[src/sv/stable_ordered_slot_queue_macros.svh]
// assertion macros for the stable ordered slot queue
`ifndef STABLE_ORDERED_SLOT_QUEUE_MACROS_SVH
`define STABLE_ORDERED_SLOT_QUEUE_MACROS_SVH

// same-cycle implication, sampled on aclk, off while in reset
`define SOSQ_ASSERT_IMP(label, ante, cons, msg) \
    label: assert property (@(posedge aclk) disable iff (!aresetn) (ante) |-> (cons)) \
        else $error(msg);

// next-cycle implication, sampled on aclk, off while in reset
`define SOSQ_ASSERT_NXT(label, ante, cons, msg) \
    label: assert property (@(posedge aclk) disable iff (!aresetn) (ante) |=> (cons)) \
        else $error(msg);

`endif

[src/sv/sosq_pkg.sv]
// shared types and constants for the stable ordered slot queue
`timescale 1ns / 1ps

package sosq_pkg;

    localparam int POOL_SLOTS_DEF   = 16;
    localparam int PAYLOAD_BITS_DEF = 32;

    localparam int KEY_W      = 32;
    localparam int IN_PAY_W   = 32;
    localparam int SLOT_W     = 4;
    localparam int COUNT_W    = 5;
    localparam int S_TDATA_W  = 72;
    localparam int M_TDATA_W  = 80;

    typedef enum logic [1:0] {
        FUNC_PUSH    = 2'd0,
        FUNC_POP     = 2'd1,
        FUNC_DROP    = 2'd2,
        FUNC_REORDER = 2'd3
    } func_t;

    typedef enum logic [3:0] {
        ST_IDLE,
        ST_DISPATCH,
        ST_PREP_RD,
        ST_UNL_WALK,
        ST_AFTER_UNL,
        ST_INS_WALK,
        ST_LINK_NEW,
        ST_LINK_PREV,
        ST_POP_RD,
        ST_FINISH
    } state_t;

    typedef struct packed {
        logic load_in;
        logic rd_head;
        logic addr_slot;
        logic scan_start;
        logic ins_start;
        logic ins_step;
        logic unl_start;
        logic unl_step;
        logic save_link;
        logic head_skip;
        logic link_new;
        logic link_prev;
        logic pop_take;
        logic alloc;
        logic set_free;
        logic set_ok;
        logic out_load;
    } cmd_t;

    typedef struct packed {
        func_t func;
        logic  head_empty;
        logic  full;
        logic  slot_ok;
        logic  key_same;
        logic  head_is_tgt;
        logic  prev_none;
        logic  walk_done;
        logic  unl_done;
        logic  free_found;
        logic  out_free;
    } sts_t;

endpackage

[src/sv/sosq_datapath.sv]
// slot memories, list pointers, walk registers and result register
`timescale 1ns / 1ps

module sosq_datapath #(
    parameter int POOL_SLOTS   = sosq_pkg::POOL_SLOTS_DEF,
    parameter int PAYLOAD_BITS = sosq_pkg::PAYLOAD_BITS_DEF
) (
    input  logic                             aclk,
    input  logic                             aresetn,
    input  sosq_pkg::cmd_t                   cmd,
    output sosq_pkg::sts_t                   sts,
    input  logic [sosq_pkg::S_TDATA_W-1:0]   s_tdata,
    output logic                             m_tvalid,
    input  logic                             m_tready,
    output logic [sosq_pkg::M_TDATA_W-1:0]   m_tdata
);
    import sosq_pkg::*;

    localparam int AW = (POOL_SLOTS > 1) ? $clog2(POOL_SLOTS) : 1;
    localparam int SW = $clog2(POOL_SLOTS + 1);
    localparam logic [SW-1:0] MARK = SW'(POOL_SLOTS);

    function automatic logic [AW-1:0] to_idx(input logic [SW-1:0] v);
        to_idx = (v < MARK) ? v[AW-1:0] : '0;
    endfunction

    logic [KEY_W-1:0]        key_mem  [POOL_SLOTS];
    logic [PAYLOAD_BITS-1:0] pay_mem  [POOL_SLOTS];
    logic [SW-1:0]           link_mem [POOL_SLOTS];

    logic [KEY_W-1:0]        rd_key_reg;
    logic [PAYLOAD_BITS-1:0] rd_pay_reg;
    logic [SW-1:0]           rd_link_reg;

    func_t                   func_reg;
    logic [KEY_W-1:0]        key_in_reg;
    logic [PAYLOAD_BITS-1:0] pay_in_reg;
    logic [SLOT_W-1:0]       slot_in_reg;
    logic [AW-1:0]           tgt_reg;
    logic [SW-1:0]           head_reg;
    logic [SW-1:0]           count_reg;
    logic [POOL_SLOTS-1:0]   active_reg;
    logic [SW-1:0]           cur_reg;
    logic [SW-1:0]           prev_reg;
    logic [SW-1:0]           link_s_reg;
    logic                    walk_done_reg;
    logic                    unl_done_reg;
    logic                    free_found_reg;
    logic [AW-1:0]           scan_reg;
    logic                    res_ok_reg;
    logic [AW-1:0]           res_slot_reg;
    logic [KEY_W-1:0]        res_key_reg;
    logic [PAYLOAD_BITS-1:0] res_pay_reg;
    logic                    out_valid_reg;
    logic [M_TDATA_W-1:0]    out_data_reg;

    logic [63:0]             pay_wide;
    logic [63:0]             res_pay_wide;
    logic [AW-1:0]           head_idx;
    logic [AW-1:0]           rd_addr;
    logic                    ins_adv;
    logic                    ins_stop;
    logic                    unl_live;
    logic                    unl_hit;
    logic                    unl_adv;
    logic                    link_we;
    logic [AW-1:0]           link_wa;
    logic [SW-1:0]           link_wd;
    logic                    slot_in_range;

    assign pay_wide      = {32'b0, s_tdata[65:34]};
    assign res_pay_wide  = 64'(res_pay_reg);
    assign head_idx      = to_idx(head_reg);
    assign slot_in_range = 32'(slot_in_reg) < POOL_SLOTS;

    // insertion walk: step past every entry whose key is not above the new one
    assign ins_adv  = cmd.ins_step && !walk_done_reg && (cur_reg != MARK)
                      && (rd_key_reg <= key_in_reg);
    assign ins_stop = cmd.ins_step && !walk_done_reg && !ins_adv;

    // unlink walk: look for the entry whose link points at the target
    assign unl_live = cmd.unl_step && !unl_done_reg;
    assign unl_hit  = rd_link_reg == SW'(tgt_reg);
    assign unl_adv  = unl_live && (rd_link_reg != MARK) && !unl_hit;

    always_comb begin
        if (cmd.ins_start || cmd.unl_start || cmd.rd_head) begin
            rd_addr = head_idx;
        end else if (cmd.addr_slot) begin
            rd_addr = tgt_reg;
        end else if (ins_adv || unl_adv) begin
            rd_addr = to_idx(rd_link_reg);
        end else begin
            rd_addr = to_idx(cur_reg);
        end
    end

    always_comb begin
        link_we = 1'b0;
        link_wa = tgt_reg;
        link_wd = cur_reg;
        if (cmd.link_new) begin
            link_we = 1'b1;
        end else if (cmd.link_prev) begin
            link_we = 1'b1;
            link_wa = to_idx(prev_reg);
            link_wd = SW'(tgt_reg);
        end else if (unl_live && unl_hit) begin
            link_we = 1'b1;
            link_wa = to_idx(cur_reg);
            link_wd = link_s_reg;
        end
    end

    always_ff @(posedge aclk) begin
        rd_key_reg  <= key_mem[rd_addr];
        rd_pay_reg  <= pay_mem[rd_addr];
        rd_link_reg <= link_mem[rd_addr];
        if (link_we) begin
            link_mem[link_wa] <= link_wd;
        end
        if (cmd.link_new) begin
            key_mem[tgt_reg] <= key_in_reg;
        end
        if (cmd.alloc) begin
            pay_mem[tgt_reg] <= pay_in_reg;
        end
    end

    // operand, walk pointer and result registers
    always_ff @(posedge aclk) begin
        if (cmd.load_in) begin
            func_reg    <= func_t'(s_tdata[1:0]);
            key_in_reg  <= s_tdata[33:2];
            pay_in_reg  <= pay_wide[PAYLOAD_BITS-1:0];
            slot_in_reg <= s_tdata[69:66];
        end
        if (cmd.save_link) begin
            link_s_reg <= rd_link_reg;
        end
        if (cmd.ins_start) begin
            cur_reg  <= head_reg;
            prev_reg <= MARK;
        end else if (cmd.unl_start) begin
            cur_reg <= head_reg;
        end else if (ins_adv) begin
            prev_reg <= cur_reg;
            cur_reg  <= rd_link_reg;
        end else if (unl_adv) begin
            cur_reg <= rd_link_reg;
        end
        if (cmd.load_in) begin
            res_ok_reg   <= 1'b0;
            res_slot_reg <= '0;
            res_key_reg  <= '0;
            res_pay_reg  <= '0;
        end else begin
            if (cmd.pop_take) begin
                res_slot_reg <= head_idx;
                res_key_reg  <= rd_key_reg;
                res_pay_reg  <= rd_pay_reg;
            end else if (cmd.alloc) begin
                res_slot_reg <= tgt_reg;
            end
            if (cmd.pop_take || cmd.set_ok) begin
                res_ok_reg <= 1'b1;
            end
        end
        if (cmd.out_load) begin
            out_data_reg <= {6'b0, COUNT_W'(count_reg), res_pay_wide[31:0], res_key_reg,
                             SLOT_W'(res_slot_reg), res_ok_reg};
        end
    end

    // target slot: operand handle, or lowest free slot from the scan
    always_ff @(posedge aclk) begin
        if (cmd.load_in) begin
            tgt_reg <= AW'(s_tdata[69:66]);
        end else if (!free_found_reg && !active_reg[scan_reg]) begin
            tgt_reg <= scan_reg;
        end
        if (cmd.scan_start) begin
            scan_reg <= '0;
        end else if (!free_found_reg && active_reg[scan_reg]) begin
            scan_reg <= scan_reg + 1'b1;
        end
    end

    always_ff @(posedge aclk) begin
        if (!aresetn) begin
            head_reg       <= MARK;
            count_reg      <= '0;
            active_reg     <= '0;
            walk_done_reg  <= 1'b1;
            unl_done_reg   <= 1'b1;
            free_found_reg <= 1'b1;
            out_valid_reg  <= 1'b0;
        end else begin
            // head skip takes the target's link straight from the read port
            if (cmd.pop_take) begin
                head_reg <= rd_link_reg;
            end else if (cmd.head_skip) begin
                head_reg <= rd_link_reg;
            end else if (cmd.link_new && prev_reg == MARK) begin
                head_reg <= SW'(tgt_reg);
            end
            if (cmd.alloc) begin
                count_reg           <= count_reg + 1'b1;
                active_reg[tgt_reg] <= 1'b1;
            end else if (cmd.set_free) begin
                count_reg           <= count_reg - 1'b1;
                active_reg[tgt_reg] <= 1'b0;
            end else if (cmd.pop_take) begin
                count_reg            <= count_reg - 1'b1;
                active_reg[head_idx] <= 1'b0;
            end
            if (cmd.ins_start) begin
                walk_done_reg <= 1'b0;
            end else if (ins_stop) begin
                walk_done_reg <= 1'b1;
            end
            if (cmd.unl_start) begin
                unl_done_reg <= 1'b0;
            end else if (unl_live && !unl_adv) begin
                unl_done_reg <= 1'b1;
            end
            if (cmd.scan_start) begin
                free_found_reg <= 1'b0;
            end else if (!free_found_reg && !active_reg[scan_reg]) begin
                free_found_reg <= 1'b1;
            end
            if (cmd.out_load) begin
                out_valid_reg <= 1'b1;
            end else if (m_tready) begin
                out_valid_reg <= 1'b0;
            end
        end
    end

    always_comb begin
        sts.func        = func_reg;
        sts.head_empty  = head_reg == MARK;
        sts.full        = count_reg == MARK;
        sts.slot_ok     = slot_in_range && active_reg[tgt_reg];
        sts.key_same    = rd_key_reg == key_in_reg;
        sts.head_is_tgt = head_reg == SW'(tgt_reg);
        sts.prev_none   = prev_reg == MARK;
        sts.walk_done   = walk_done_reg;
        sts.unl_done    = unl_done_reg;
        sts.free_found  = free_found_reg;
        sts.out_free    = !out_valid_reg || m_tready;
    end

    assign m_tvalid = out_valid_reg;
    assign m_tdata  = out_data_reg;

endmodule

[src/sv/sosq_ctrl.sv]
// operation sequencer for the stable ordered slot queue
`timescale 1ns / 1ps

module sosq_ctrl (
    input  logic           aclk,
    input  logic           aresetn,
    input  logic           s_tvalid,
    output logic           s_tready,
    input  sosq_pkg::sts_t sts,
    output sosq_pkg::cmd_t cmd
);
    import sosq_pkg::*;

    state_t state_reg;
    state_t state_next;

    always_ff @(posedge aclk) begin
        if (!aresetn) begin
            state_reg <= ST_IDLE;
        end else begin
            state_reg <= state_next;
        end
    end

    always_comb begin
        state_next = state_reg;
        cmd        = '0;
        s_tready   = 1'b0;
        case (state_reg)
            ST_IDLE: begin
                s_tready = 1'b1;
                if (s_tvalid) begin
                    cmd.load_in = 1'b1;
                    state_next  = ST_DISPATCH;
                end
            end
            ST_DISPATCH: begin
                case (sts.func)
                    FUNC_PUSH: begin
                        if (sts.full) begin
                            state_next = ST_FINISH;
                        end else begin
                            cmd.ins_start  = 1'b1;
                            cmd.scan_start = 1'b1;
                            state_next     = ST_INS_WALK;
                        end
                    end
                    FUNC_POP: begin
                        if (sts.head_empty) begin
                            state_next = ST_FINISH;
                        end else begin
                            cmd.rd_head = 1'b1;
                            state_next  = ST_POP_RD;
                        end
                    end
                    default: begin
                        if (!sts.slot_ok) begin
                            state_next = ST_FINISH;
                        end else begin
                            cmd.addr_slot = 1'b1;
                            state_next    = ST_PREP_RD;
                        end
                    end
                endcase
            end
            ST_PREP_RD: begin
                cmd.save_link = 1'b1;
                if (sts.func == FUNC_REORDER && sts.key_same) begin
                    state_next = ST_FINISH;
                end else if (sts.head_is_tgt) begin
                    cmd.head_skip = 1'b1;
                    state_next    = ST_AFTER_UNL;
                end else begin
                    cmd.unl_start = 1'b1;
                    state_next    = ST_UNL_WALK;
                end
            end
            ST_UNL_WALK: begin
                cmd.unl_step = 1'b1;
                if (sts.unl_done) begin
                    state_next = ST_AFTER_UNL;
                end
            end
            ST_AFTER_UNL: begin
                if (sts.func == FUNC_DROP) begin
                    cmd.set_free = 1'b1;
                    cmd.set_ok   = 1'b1;
                    state_next   = ST_FINISH;
                end else begin
                    cmd.ins_start = 1'b1;
                    state_next    = ST_INS_WALK;
                end
            end
            ST_INS_WALK: begin
                cmd.ins_step = 1'b1;
                if (sts.walk_done && sts.free_found) begin
                    state_next = ST_LINK_NEW;
                end
            end
            ST_LINK_NEW: begin
                cmd.link_new = 1'b1;
                cmd.set_ok   = 1'b1;
                cmd.alloc    = sts.func == FUNC_PUSH;
                state_next   = sts.prev_none ? ST_FINISH : ST_LINK_PREV;
            end
            ST_LINK_PREV: begin
                cmd.link_prev = 1'b1;
                state_next    = ST_FINISH;
            end
            ST_POP_RD: begin
                cmd.pop_take = 1'b1;
                state_next   = ST_FINISH;
            end
            ST_FINISH: begin
                if (sts.out_free) begin
                    cmd.out_load = 1'b1;
                    state_next   = ST_IDLE;
                end
            end
            default: begin
                state_next = ST_IDLE;
            end
        endcase
    end

endmodule

[src/sv/stable_ordered_slot_queue.sv]
// top level of the stable ordered slot queue
//
// A pool of POOL_SLOTS slots holds entries (key, payload) on one list sorted by
// ascending key; equal keys stay in arrival order. Each input word carries an
// operation: push, pop, drop or reorder. Each input word gives exactly one
// result word with ok, the slot handle, the popped key and payload, and the
// entry count after the operation.
// One operation is worked at a time. The input is taken into operand registers,
// then a push or reorder walks the list one link per cycle through the registered
// read port of the slot memories; a drop or reorder first walks to find the
// predecessor unless its target is the head. A push scans the active bits for
// the lowest free slot, one bit per cycle, alongside its walk. A reorder to an
// unchanged key ends without changing the list.
// The result sits in an output register, so the next word is taken while it
// waits; if the receiver stalls, the block holds the next result until the
// output register frees. Reset empties the list and the output register.
`timescale 1ns / 1ps
`include "stable_ordered_slot_queue_macros.svh"

module stable_ordered_slot_queue #(
    parameter int POOL_SLOTS   = sosq_pkg::POOL_SLOTS_DEF,
    parameter int PAYLOAD_BITS = sosq_pkg::PAYLOAD_BITS_DEF
) (
    input  logic                           aclk,
    input  logic                           aresetn,
    input  logic                           s_tvalid,
    output logic                           s_tready,
    // func[1:0], order_key[33:2], payload[65:34], slot[69:66]
    input  logic [sosq_pkg::S_TDATA_W-1:0] s_tdata,
    output logic                           m_tvalid,
    input  logic                           m_tready,
    // ok[0], slot_out[4:1], order_out[36:5], payload_out[68:37], count[73:69]
    output logic [sosq_pkg::M_TDATA_W-1:0] m_tdata
);
    import sosq_pkg::*;

    cmd_t cmd;
    sts_t sts;

    sosq_ctrl u_ctrl (
        .aclk     (aclk),
        .aresetn  (aresetn),
        .s_tvalid (s_tvalid),
        .s_tready (s_tready),
        .sts      (sts),
        .cmd      (cmd)
    );

    sosq_datapath #(
        .POOL_SLOTS   (POOL_SLOTS),
        .PAYLOAD_BITS (PAYLOAD_BITS)
    ) u_datapath (
        .aclk     (aclk),
        .aresetn  (aresetn),
        .cmd      (cmd),
        .sts      (sts),
        .s_tdata  (s_tdata),
        .m_tvalid (m_tvalid),
        .m_tready (m_tready),
        .m_tdata  (m_tdata)
    );

    `SOSQ_ASSERT_NXT(a_one_in_flight, s_tvalid && s_tready, !s_tready, "taken while busy")
    `SOSQ_ASSERT_IMP(a_count_bound, m_tvalid, 32'(m_tdata[73:69]) <= POOL_SLOTS, "count high")
    `SOSQ_ASSERT_IMP(a_fail_clean, m_tvalid && !m_tdata[0], m_tdata[68:1] == '0, "fail not clear")

endmodule
[config.mk]
export PLATFORM = sky130hd
export DESIGN_NAME = stable_ordered_slot_queue
export DESIGN_NICKNAME = d
export VERILOG_FILES = /design/src/sv/sosq_pkg.sv /design/src/sv/sosq_datapath.sv /design/src/sv/sosq_ctrl.sv /design/src/sv/stable_ordered_slot_queue.sv
export VERILOG_INCLUDE_DIRS = /design/src /design/src/sv
export SDC_FILE = /design/constraint.sdc
export NUM_CORES = 2
export LEC_CHECK = 0
export BUFFER_PORTS_ARGS = -buffer_cell sky130_fd_sc_hd__buf_2
export CAP_MARGIN = 20
export CELL_PAD_IN_SITES_DETAIL_PLACEMENT = 1
export CELL_PAD_IN_SITES_GLOBAL_PLACEMENT = 1
export CORE_MARGIN = 8
export CORE_UTILIZATION = 46
export DETAILED_ROUTE_END_ITERATION = 10
export PLACE_DENSITY_LB_ADDON = 0.05
export SYNTH_ARGS = -nofsm -noshare
export SYNTH_HDL_FRONTEND = slang
export SYNTH_SLANG_ARGS = --single-unit
[constraint.sdc]
create_clock -name aclk -period 6.5 [get_ports aclk]
set_input_delay 0.65 -clock aclk [delete_from_list [all_inputs] [get_ports aclk]]
set_output_delay 0.65 -clock aclk [all_outputs]
set_load 0.02 [all_outputs]
# Word level (Yosys, flattened, before mapping)

Memories as Yosys holds them, arrays and structs flattened. A register that Yosys moved wholly into a read port is not among the register bits.
Index checks and enable logic that the tools add are counted.

Bits in registers: 266
Memories: 3
RAM bits: 1,104
Input bits: 76
Output and inout port bits: 82
Word-level logic and storage cells: 208

Memory list:

| memory              | words | width | rd ports | clocked after Yosys merged registers in | wr ports | line                | RTL |
|---|---|---|---|---|---|---|---|
| u_datapath.key_mem  | 16    | 32    | 1        | 1                                       | 1        | sosq_datapath.sv:27 | `logic [KEY_W-1:0] key_mem [POOL_SLOTS];` |
| u_datapath.pay_mem  | 16    | 32    | 1        | 1                                       | 1        | sosq_datapath.sv:28 | `logic [PAYLOAD_BITS-1:0] pay_mem [POOL_SLOTS];` |
| u_datapath.link_mem | 16    | 5     | 1        | 1                                       | 1        | sosq_datapath.sv:29 | `logic [SW-1:0] link_mem [POOL_SLOTS];` |

Multiplexer cells: 97
Bitwise operators: 6
Eq/ne operators: 24
Add/sub/neg operators: 3
Reduce and logical (&&, ||, !) cells: 44
Magnitude comparators: 10

Operators by type and width:

| kind               | number |
|---|---|
| $mux 4             | 23 |
| $mux 5             | 13 |
| $mux 16            | 3 |
| $mux 1             | 44 |
| $pmux 4 s9         | 1 |
| $and 16x16->16     | 2 |
| $eq 32x32->1       | 1 |
| $le 32x32->1       | 1 |
| $not 16->16        | 2 |
| $lt 5x5->1 const B | 4 |
| $eq 4x3->1 const B | 4 |
| $logic_and 1x1->1  | 16 |
| $or 16x16->16      | 1 |
| $eq 5x5->1 const B | 3 |
| $lt 4x5->1 const B | 3 |
| $reduce_bool 2->1  | 6 |
| $eq 5x4->1         | 2 |
| $ne 5x5->1 const B | 2 |
| $bmux 1 s4         | 2 |
| $demux 1 s4        | 2 |
| $eq 4x2->1 const B | 2 |
| $eq 4x4->1 const B | 2 |
| $ge 4x1->1 const B | 2 |
| $logic_not 1->1    | 8 |
| other kinds (21)   | 35 |

# Depth between registers and ports, before layout

Word-level depth: 11
Gate-level depth with buffers: 16
Depth with buffers taken out: 13

# Cells and area by module

From an unflattened synthesis, not the netlist that was laid out.

Cell total of the unflattened synthesis: 3,644
Area total of the unflattened synthesis: 55,924.9 um^2

By module, submodules not included:

| module        | area an instance (um^2) | cells an instance | times used | sequential area each (um^2) |
|---|---|---|---|---|
| sosq_datapath | 55,369.4                | 3,566             | 1          | 41,319.6 |
| sosq_ctrl     | 555.5                   | 78                | 1          | 80.1 |

# Least setup slack after synthesis

Ideal clock, no wire load.

Path type: reg2reg
Start: reg u_ctrl.state_reg[1]
End: reg u_datapath.out_data_reg[0], in the netlist u_datapath.m_tdata[0] (enable)
Data required time: 5,888 ps
Library setup time: 612 ps
Period minus slack after synthesis: 6,775 ps
Path buffers: 1
Data arrival time: 6,163 ps
Path slack: -275 ps
Cell stages (with the launch flop): 5
Path through: dfxtp_1 buf_2 nor2_1 nand2_1 nor3b_1

RTL lines:

| item                   | line                 | RTL |
|---|---|---|
| start, declared        | sosq_ctrl.sv:14      | `state_t state_reg;` |
| start signal, assigned | sosq_ctrl.sv:21      | `state_reg <= state_next;` |
| end signal, assigned   | sosq_datapath.sv:170 | `out_data_reg <= {6'b0, COUNT_W'(count_reg), res_pay_wide[31:0], res_key_reg,` |
| end, declared          | sosq_datapath.sv:55  | `logic [M_TDATA_W-1:0] out_data_reg;` |

# Worst setup path after layout

Start: reg u_datapath.key_in_reg[17]
End: reg u_datapath.rd_key_reg[13], read port of u_datapath.key_mem

Cells in the longest elaborated chain, start to end: 7
Elaborated cells between the ends (all ways): 12
Those cells by class: 1 x order compare; 1 x eq/ne; 5 x mux; 5 x reduce/logical

RTL lines:

| item                                                 | line                 | RTL |
|---|---|---|
| start, declared                                      | sosq_datapath.sv:36  | `logic [KEY_W-1:0] key_in_reg;` |
| start signal, assigned                               | sosq_datapath.sv:134 | `key_in_reg <= s_tdata[33:2];` |
| branches (longest 6 deep; another with $le 32x32->1) | -                    |  |
| $mux 4 (*)                                           | sosq_datapath.sv:87  | `if (cmd.ins_start \|\| cmd.unl_start \|\| cmd.rd_head) begin` |
| end, declared                                        | sosq_datapath.sv:31  | `logic [KEY_W-1:0] rd_key_reg;` |

Every way passes the cells marked *.
A chain may end at the register's enable or synchronous reset.

==> impl_metrics.yaml <==
timing:
  finalClockSkew_ps: 25.1
  timing.final.crit_share: 0.892
  fmax_mhz: 172
  rsz0062_at_grt: "no"
  finalSetupTns_ps: 0
  slew_violations: 0
  finalCriticalPeriod_ps: 5800
  slew_headroom: 0.243
  finalHoldViolations: 0
  setup_viol: 0
  worstMarginPinSlew_ps: 1130
  setup_ws_ps: 701
grt:
  grt_antenna_before_repair: 8
  grt_pass1_vias: 36500
  grtUsageTotal: 0.239
  grt_max_degree: 152
  grt_first_pass_wirelength_um: 237000
  grt-ovfl-total: 0
setup_path:
  end_kind: "flip-flop"
  setup.worst_path.class: "flip-flop to flip-flop"
  cpPeakStageDelay_ps: 970
  crit_arrival_ps: 6440
  cp_max_fo: 151
  cp.required_ps: 7140
  crit_chain: "inv_1, ha_1, nand4_1, nor3_1, nand4b_1, a221o_2, nand2_1, o21ai_0, a21oi_4, buf_12, nand2_1, nand3_1, o21ai_0, a222oi_1"
  cpMaxStageDelayCell: "nor3_1"
  r2r_slack_ps: 700
  crit_path_start_kind: "flip-flop"
placement:
  place_congestion: 0.799
  place_ws_ps: 920
  io_buffers: 149
  hpwl_um: 86900
yosys:
  yosysWarnings: 0
  synth_flop_cell: "edfxtp_1"
  yosysUniqueCellTypes: 65
  synth-compound-area-share: 0.0502
  synth_xor_area_frac: 0.00236
  ys_ff_latch: 1439
  syn_inst: 4369
  syn_avg_cell_area_sq_um: 12.7
  synth.area.mux_share: 0.00925
  ys_seq_area_frac: 0.745
  async_flop_share: 0
  syn_area_sq_um: 55600
  yosys.area_share.simple: 0.160
  synth_fa_ha_area_frac: 0.00846
  synth_top_family_by_area: "simple AND/OR/NAND/NOR gates"
  synth_edf_count: 1258
floorplan:
  ioPinCount: 158
  die_area_sq_um: 132000
  start_util: 0.463
  rows: 127
  core_sq_um: 120000
  die_h_um: 364
  die_w_um: 364
job:
  cap_violations: 0
clock_tree:
  cts_made_buffers: 153
  clk_pin_slew_ps: 60
  cts_sinks: 1439
  ctsResizeCount: 0
  htree_levels: 4
  cts_setup_buffers: 0
  insertion_delay_ps: 780
  cts_tree: "done"
  cts.root.buffer_cell: "clkbuf_16"
  ctsHoldBuffers: 37
  clk_path_buf_depth: 3
power:
  max-vdd-ir-drop_uv: 441
  combPwrFrac: 0.288
  switchingPower_mw: 10.2
  power_density_nw_per_um2: 455
  seqPwrFrac: 0.413
  p_int_mw: 18.9
  p_sw_frac: 0.350
  power.total_mw: 29.1
  p_clk_frac: 0.298
  power.leakage_nw: 22.6
cells_and_area:
  nNetsFinal: 4662
  utilization: 0.533
  layout-area-overhead-vs-synth_pct: 15.0
  reg_top3: "u_datapath.key_mem: 512 flops, u_datapath.pay_mem: 512 flops, u_datapath.link_mem: 80 flops"
  final_layout_size_suffix_gt1_frac: 0.116
route:
  vias: 35700
  drc: 0
  drt-total-wl_um: 160000
  viasPerCell: 5.67
  wire_per_inst_um: 25.5
  antenna_left: 0
  drt_first_pass_iters: 9
  drtIter0Drc: 3489
outcome:
  status: "complete, no violations"
worst_hold_path:
  min_path_type: "input port to flip-flop"
==> cell families (layout without fill, tap and decap cells) <==
group,count (synthesis),in the layout
buf+inv,308,615
flops,1439,1439
xor+xnor,15,15
mux,40,40
other cells,1,7
simple gates,2109,2109
compound gates,420,420
fa+ha+maj,37,37
==> cell usage in the layout, fill, tap and decap left out, types with 44 or more instances in the layout <==
master | netlist | final
edfxtp_1 | 1258 | 1258
nand2_1 | 1210 | 1210
nand3_1 | 418 | 418
nor2_1 | 309 | 272
dfxtp_1 | 181 | 181
clkbuf_16 | 0 | 161
buf_2 | 101 | 149
a21oi_1 | 107 | 107
o21ai_1 | 87 | 87
nand4_1 | 83 | 83
buf_4 | 15 | 72
a222oi_1 | 67 | 67
o21ai_0 | 62 | 61
clkbuf_1 | 131 | 57
inv_1 | 44 | 44
==> critical path, delay by kind of cell (launching register included) <==
kind	cells	cell delay (ps)
compound gates	5	1720
fa+ha+maj	1	320
buf+inv	2	680
flops	1	710
simple gates	6	2050
==> per-stage QoR <==
stage	instances	area (sq um)	hold slack [ps]
2_1_floorplan	4374	55600	406
3_3_place_gp	5965	58500	410
3_5_place_dp	5967	58500	416
4_1_cts	6291	63900	0.786
5_1_grt	6293	63900	30.2
6_report	6294	63900	69.1
==> path summary, 6_finish.rpt <==
| path | from | endpoint | cells after the start |
|---|---|---|---|
| max | u_datapath.key_in_reg[17]$_DFFE_PP_ | u_datapath.rd_key_reg[13]$_DFF_P_ | 14 |
| min | s_tdata[50] | u_datapath.pay_in_reg[16]$_DFFE_PP_ | 1 |
| max reg2reg | u_datapath.key_in_reg[17]$_DFFE_PP_ | u_datapath.rd_key_reg[13]$_DFF_P_ | 14 |
| min reg2reg | u_datapath.res_pay_reg[22]$_SDFFE_PP0P_ | u_datapath.m_tdata[59]$_DFFE_PP_ | 0 |
==> power by group through the flow <==
stage | combinational [mW] | sequential, mW | clock (mW)
floorplan | 5.55 | 11.8 | 0
CTS | 8.50 | 12.0 | 8.85
finish | 8.40 | 12.0 | 8.68
detailed placement | 8.43 | 12.2 | 0
global placement | 8.26 | 12.2 | 0
global route | 9.25 | 12.1 | 9.18
==> cells in the mapped netlist, types with 14 or more instances <==
library cell	number	area, sq um
buf_4	15	113
nand2_1	1210	4540
ha_1	36	450
o21ai_0	62	310
nor3_1	16	80.1
clkbuf_1	131	492
buf_2	101	505
edfxtp_1	1258	37800
mux2i_1	21	210
nand4_1	83	519
a222oi_1	67	671
nand3_1	418	2090
nor2b_1	16	100
a21oi_1	107	536
nand2b_1	14	87.6
o21ai_1	87	435
inv_1	44	165
dfxtp_1	181	3620
nor2_1	309	1160
==> routing by layer <==
metal	wire, um	GRT usage	part of all wire
met5	0	0	0
met4	3690	0.0665	0.023
met3	10600	0.0424	0.066
met2	74000	0.378	0.46
met1	72200	0.342	0.45
==> cell type report <==
| type | instances | area (sq um) |
|---|---|---|
| multi-input combinational | 2627 | 13200 |
| sequential | 1439 | 41400 |
| tap | 1612 | 2020 |
| inverter | 44 | 165 |
| timing repair buffer | 284 | 2180 |
| antenna | 1 | 2.50 |
| clock buffer | 234 | 4460 |
| fill | 12000 | 56000 |
| clock inverter | 53 | 543 |
Power figures use the tool's default switching activity.
